### src/hdl/gspc_pkg.sv
// shared constants, codes and constant functions of the gas sensor ppm converter
package gspc_pkg;

    localparam int CFG_IDX_W  = 8;
    localparam int CFG_DATA_W = 16;
    localparam int DEN_W      = 16;
    localparam int RS_W       = 30;
    localparam int LOG_W      = 21;
    localparam int PPM_W      = 20;

    localparam logic [CFG_IDX_W-1:0] REG_CALIB_COUNT = 8'd0;
    localparam logic [CFG_IDX_W-1:0] REG_READ_COUNT  = 8'd1;
    localparam logic [CFG_IDX_W-1:0] REG_CLEAN_AIR   = 8'd2;
    localparam logic [CFG_IDX_W-1:0] REG_LOAD_RES    = 8'd3;

    localparam logic [1:0] GAS_LPG  = 2'd0;
    localparam logic [1:0] GAS_CO   = 2'd1;
    localparam logic [1:0] GAS_SMK  = 2'd2;
    localparam logic [1:0] GAS_NONE = 2'd3;

    localparam logic [RS_W-1:0]  RS_MAX  = 30'h3FFF_FFFF;
    localparam logic [PPM_W-1:0] PPM_MAX = 20'hF_FFFF;

    localparam logic [39:0] CURVE_A = 40'd150733;
    localparam logic [15:0] CURVE_B [4] = '{16'd13763, 16'd47186, 16'd34734, 16'd0};
    localparam logic [15:0] CURVE_M [4] = '{16'd30802, 16'd22282, 16'd28836, 16'd1};

    localparam logic signed [39:0] EXP_LIMIT = 40'sd1310720;

    // c(k) = 2^(2^-k) in q30, each from the integer square root of the previous
    function automatic logic [31:0] exp_root(int k);
        logic [63:0] c;
        logic [63:0] v;
        logic [63:0] res;
        logic [63:0] bit_v;
        c = 64'd2 << 30;
        for (int i = 1; i <= k; i++)
        begin
            v     = c << 30;
            res   = 64'd0;
            bit_v = 64'd1 << 62;
            for (int j = 0; j < 32; j++)
            begin
                if (v >= res + bit_v)
                begin
                    v   = v - (res + bit_v);
                    res = (res >> 1) + bit_v;
                end
                else
                begin
                    res = res >> 1;
                end
                bit_v = bit_v >> 2;
            end
            c = res;
        end
        return c[31:0];
    endfunction

endpackage

### src/hdl/gspc_div.sv
// radix-2 restoring divider, one quotient bit per cycle
module gspc_div #(
    parameter int NW = 40
) (
    input  logic                       clk,
    input  logic                       rst_n,
    input  logic                       start,
    input  logic [NW-1:0]              num,
    input  logic [gspc_pkg::DEN_W-1:0] den,
    output logic                       done,
    output logic [NW-1:0]              quo
);

    localparam int CW = (NW > 1) ? $clog2(NW) : 1;
    localparam int DW = gspc_pkg::DEN_W;

    logic          busy_reg;
    logic          done_reg;
    logic [CW-1:0] cnt_reg;
    logic [DW-1:0] rem_reg;
    logic [DW-1:0] den_reg;
    logic [NW-1:0] q_reg;
    logic [DW+1:0] trial;

    assign trial = {1'b0, rem_reg, q_reg[NW-1]} - {2'b00, den_reg};

    always_ff @(posedge clk or negedge rst_n)
    begin
        if (!rst_n)
        begin
            busy_reg <= 1'b0;
            done_reg <= 1'b0;
            cnt_reg  <= '0;
            rem_reg  <= '0;
            den_reg  <= '0;
            q_reg    <= '0;
        end
        else
        begin
            done_reg <= 1'b0;
            if (start)
            begin
                busy_reg <= 1'b1;
                cnt_reg  <= CW'(NW - 1);
                rem_reg  <= '0;
                den_reg  <= den;
                q_reg    <= num;
            end
            else if (busy_reg)
            begin
                if (trial[DW+1])
                begin
                    rem_reg <= {rem_reg[DW-2:0], q_reg[NW-1]};
                    q_reg   <= {q_reg[NW-2:0], 1'b0};
                end
                else
                begin
                    rem_reg <= trial[DW-1:0];
                    q_reg   <= {q_reg[NW-2:0], 1'b1};
                end
                if (cnt_reg == '0)
                begin
                    busy_reg <= 1'b0;
                    done_reg <= 1'b1;
                end
                else
                begin
                    cnt_reg <= cnt_reg - 1'b1;
                end
            end
        end
    end

    assign done = done_reg;
    assign quo  = q_reg;

endmodule

### config.mk
export PLATFORM = sky130hd
export DESIGN_NAME = gspc_div
export DESIGN_NICKNAME = d
export VERILOG_FILES = /design/src/hdl/gspc_pkg.sv /design/src/hdl/gspc_div.sv
export SDC_FILE = /design/constraint.sdc
export NUM_CORES = 1
export LEC_CHECK = 0
export BUFFER_PORTS_ARGS = -buffer_cell sky130_fd_sc_hd__buf_2
export CORE_ASPECT_RATIO = 0.9
export CORE_MARGIN = 2
export CORE_UTILIZATION = 55
export CTS_BUF_LIST = sky130_fd_sc_hd__clkbuf_4 sky130_fd_sc_hd__clkbuf_8 sky130_fd_sc_hd__clkbuf_16
export CTS_CLUSTER_DIAMETER = 150
export CTS_CLUSTER_SIZE = 12
export DETAILED_ROUTE_END_ITERATION = 10
export GPL_TIMING_DRIVEN = 0
export PLACE_DENSITY = 0.81
export SLEW_MARGIN = 15
export SYNTH_ARGS = -nofsm -noshare
export SYNTH_HDL_FRONTEND = slang
export SYNTH_SLANG_ARGS = --single-unit
### constraint.sdc
create_clock -name clk -period 3 [get_ports clk]
set_input_delay 0 -clock clk [delete_from_list [all_inputs] [get_ports clk]]
set_output_delay 0 -clock clk [all_outputs]
set_load 0.01 [all_outputs]
==> reports/results.txt <==
Proportion of synthesized area in mux cells -> 9.417%
Smallest hold slack -> 93.08 ps
Post-layout minimum cycle time -> 2692 ps
Die X-Extent -> 99.67 um
Number of buffer cells added on primary ports -> 99
Total count of hold-check failures in the final report -> 0
Total wirelength of the detailed-routed design -> 13.57 mm
Max_slew headroom -> 54.66%
Die Ht -> 90.10 um
RSZ-0062 raised after global routing -> false
Area contributors post-synth -> dfrtp_1, mux2i_1, nand2_1
Area share of the largest cell type after synthesis -> 44.19%
Synthesized area divided by synthesized cell count -> 9.284 um^2
Power Internal -> 0.002403 W
Vias in the first global route -> 4,560
Fraction of the yosys area taken by sequential cells -> 44.19%
Worst-path cell chain -> inv_1, ha_1, a21oi_1, o21ai_1, a22o_1, nor3_4, mux2_4, a211oi_2
Path category of the worst min-delay check -> in2async
Fraction of the cycle the final worst path needs -> 89.74%
Slew @ Worst Pin -> 680.2 ps
Status -> completed
Slowest stage cell, crit path -> nor3_4
Required time of the worst setup path -> 3280 ps
Most common cell in the netlist -> nand2_1
Count of mapped cells out of synthesis -> 488
Critical path data arrival time -> 2980 ps
Post-synthesis cell type count -> 61
Stage delay of the slowest cell on the critical path -> 490 ps
Number of nets in the finished design -> 734
Fraction of the mapped netlist area in compound gates -> 19.97%
Adder and majority cell fraction of the synthesized area -> 5.413%
DRC violation count after routing -> 0
Fin Clk Skew -> 12.55 ps
Summed area of non-filler cells in the final layout -> 5997 um^2
Area of the die -> 8980 um^2
Floorplan core area -> 8029 um^2
Synthesized flop and latch total -> 80
Highest Clock Rate -> 371.5 MHz
DR vias/cell -> 5.882
Clk root buf -> clkbuf_8
Cell taking the most area after synthesis -> dfrtp_1
Overflow after GRT -> 0
Post-layout worst setup margin -> 307.8 ps
Clock transition at path regs -> 100 ps
CTS-repair resized insts -> 0
Worst slack at placement -> 383.7 ps
N_diodes -> 0
Effective utilization at floorplan -> 56.43%
Xor/xnor share of the synthesized area -> 2.126%
Switching Share -> 36.16%
Overall fraction of global-route tracks in use -> 30.89%
Number of flip-flops under the largest register name -> 40
Number of enable-type register cells in the synthesized netlist -> 0
Number of design-rule violations left by the first detailed-router iteration -> 330
Final Power -> 0.003764 W
Reg power frac -> 35.5%
H-Tree Level Count -> 3
Power share of the combinational group -> 37.8%
Placed wire-length estimate -> 8.491 mm
Count of antenna-violating nets left after detailed routing -> 0
Row cnt -> 31
Power density relative to cell area -> 627.6 nW/um^2
Post-Syn Nets -> 566
Number of buffers on the longest clock path -> 2
IR Drop Worst-Case VDD -> 381.2 uV
Clock sink count -> 80
Fraction of final layout cells sized beyond drive strength 1 -> 20.12%
Fraction of synthesis flops using an asynchronous set or reset pin -> 100.0%
Post-synth top cells -> nand2_1, dfrtp_1, mux2i_1, o21ai_1, o21ai_0
Max-Cap Viols -> 0
CTS tree -> yes
Global-route wire length before repair -> 22.00 mm
Pin count of the biggest net entering global routing -> 53
Area after detailed placement -> 5180 um^2
Clock group share of total power -> 26.7%
Via count -> 4,470
Netlist Area Pre-Place -> 4531 um^2
Static leakage -> 3.125 nW
Critical path's top delay family -> compound AO/OA/AOI/OAI gates
Final setup violation count -> 0
Routed wire per std cell -> 17.86 um
Worst-path maximum fanout -> 10
Simple-gate area share of the yosys netlist -> 14.58%
Post-synth top flop -> dfrtp_1
Element type at the critical path end -> register
Warning count from the yosys run -> 0
Final GP Congestion -> 0.8757
Worst path bufs/invs -> 1
Net switching power -> 0.001361 W
Final Max Tran Viols -> 0
Antenna violations before repair -> 0
Setup CP Type -> reg2reg
Crit start category -> register
Number of optimization iterations in the first detailed-route pass -> 5
Total clock buffers created by CTS -> 9
Dominant combinational cell family by area after synthesis -> compound AO/OA/AOI/OAI gates
Setup tns final -> 0 ps
Clock latency on the worst-skew pair -> 370 ps
Ports placed on the boundary -> 100
Layout overhead on the synthesized area -> 32.37%
==> per-stage QoR <==
step	instances	utilization (%)
global placement	686	64.14
finish	760	74.69
detailed placement	687	64.52
floorplan	488	-
CTS	760	74.69
global route	760	74.69
==> final timing paths <==
path	start	endpoint	slack [ps]	cells past startpoint
setup reg to reg	den_reg[8]$_DFFE_PN0P_	rem_reg[1]$_DFFE_PN0P_	310	8
hold reg to reg	cnt_reg[0]$_DFFE_PN0P_	cnt_reg[0]$_DFFE_PN0P_	500	1
setup / recovery	den_reg[8]$_DFFE_PN0P_	rem_reg[1]$_DFFE_PN0P_	310	8
min in group clk	start	done$_DFF_PN0_	200	4
max in group asynchronous	rst_n	rem_reg[14]$_DFFE_PN0P_	2310	3
hold / removal	rst_n	quo[27]$_DFFE_PN0P_	90	2
==> cell usage in the layout, fill, tap and decap left out, types with 2 or more instances in the layout <==
cell type,instances
dfrtp_1,80
o311ai_1,2
nor3_1,3
a21oi_1,21
a311oi_1,7
o211ai_1,4
nand2_1,81
ha_1,18
a41oi_1,2
a211oi_1,2
o21a_1,5
nand3_1,5
o21ai_1,39
a22o_1,2
mux2i_1,40
a31oi_1,5
nor2b_1,6
nand2b_1,6
buf_1,3
o31ai_1,6
nand4_1,2
xor2_1,4
buf_2,101
a21o_1,5
o21ai_0,29
xnor2_1,7
inv_1,25
and3_1,2
nor2_1,26
bufinv_16,3
inv_6,2
clkbuf_1,17
clkbuf_8,9
dlygate4sd3_1,57
==> routing by layer <==
metal | up-vias | routed length (um) | global-route usage (%) | share of wire [%]
met5 | - | 0 | 0 | 0
met3 | 63 | 760 | 5.443 | 5.6
met1 | 2147 | 5380 | 38.56 | 40
met2 | 201 | 6647 | 50.39 | 49
li1 | 2059 | - | - | -
met4 | 0 | 783 | 17.47 | 5.8
==> power by group through the flow <==
stage | combinational [W] | sequential (W) | clock [W]
final | 0.00142 | 0.00134 | 0.00101
after global routing | 0.00156 | 0.00135 | 0.00105
after CTS | 0.00138 | 0.00133 | 0.000997
after detailed placement | 0.00132 | 0.00135 | 0
after global placement | 0.00128 | 0.00134 | 0
after floorplan | 0.000949 | 0.00135 | 0
==> layout make-up <==
class                      instances  area [um^2]
fill                             531         2032
buffer                            24        101.3
clock buffer                      10        131.4
inverter                          25        93.84
multi-input combinational        359         2333
sequential                        80         2002
timing repair buffer             157         1096
clock inverter                     6        115.1
tap                               99        123.9
==> what timing repair did <==
action / 4_1_cts / 5_1_grt
endpoints found under the setup margin: 0 / 0
hold buffers: 57 / 0
endpoints found under the hold margin: 136 / 0
buffers inserted: 0 / 0
==> cells by family (layout without fill, tap and decap cells) <==
family          after synthesis  in the layout
compound gates              144            144
xor+xnor                     11             11
fa+ha+maj                    19             19
buf+inv                      49            222
flops                        80             80
mux                          42             42
simple gates                143            143
(Power assumes the default switching activity.)
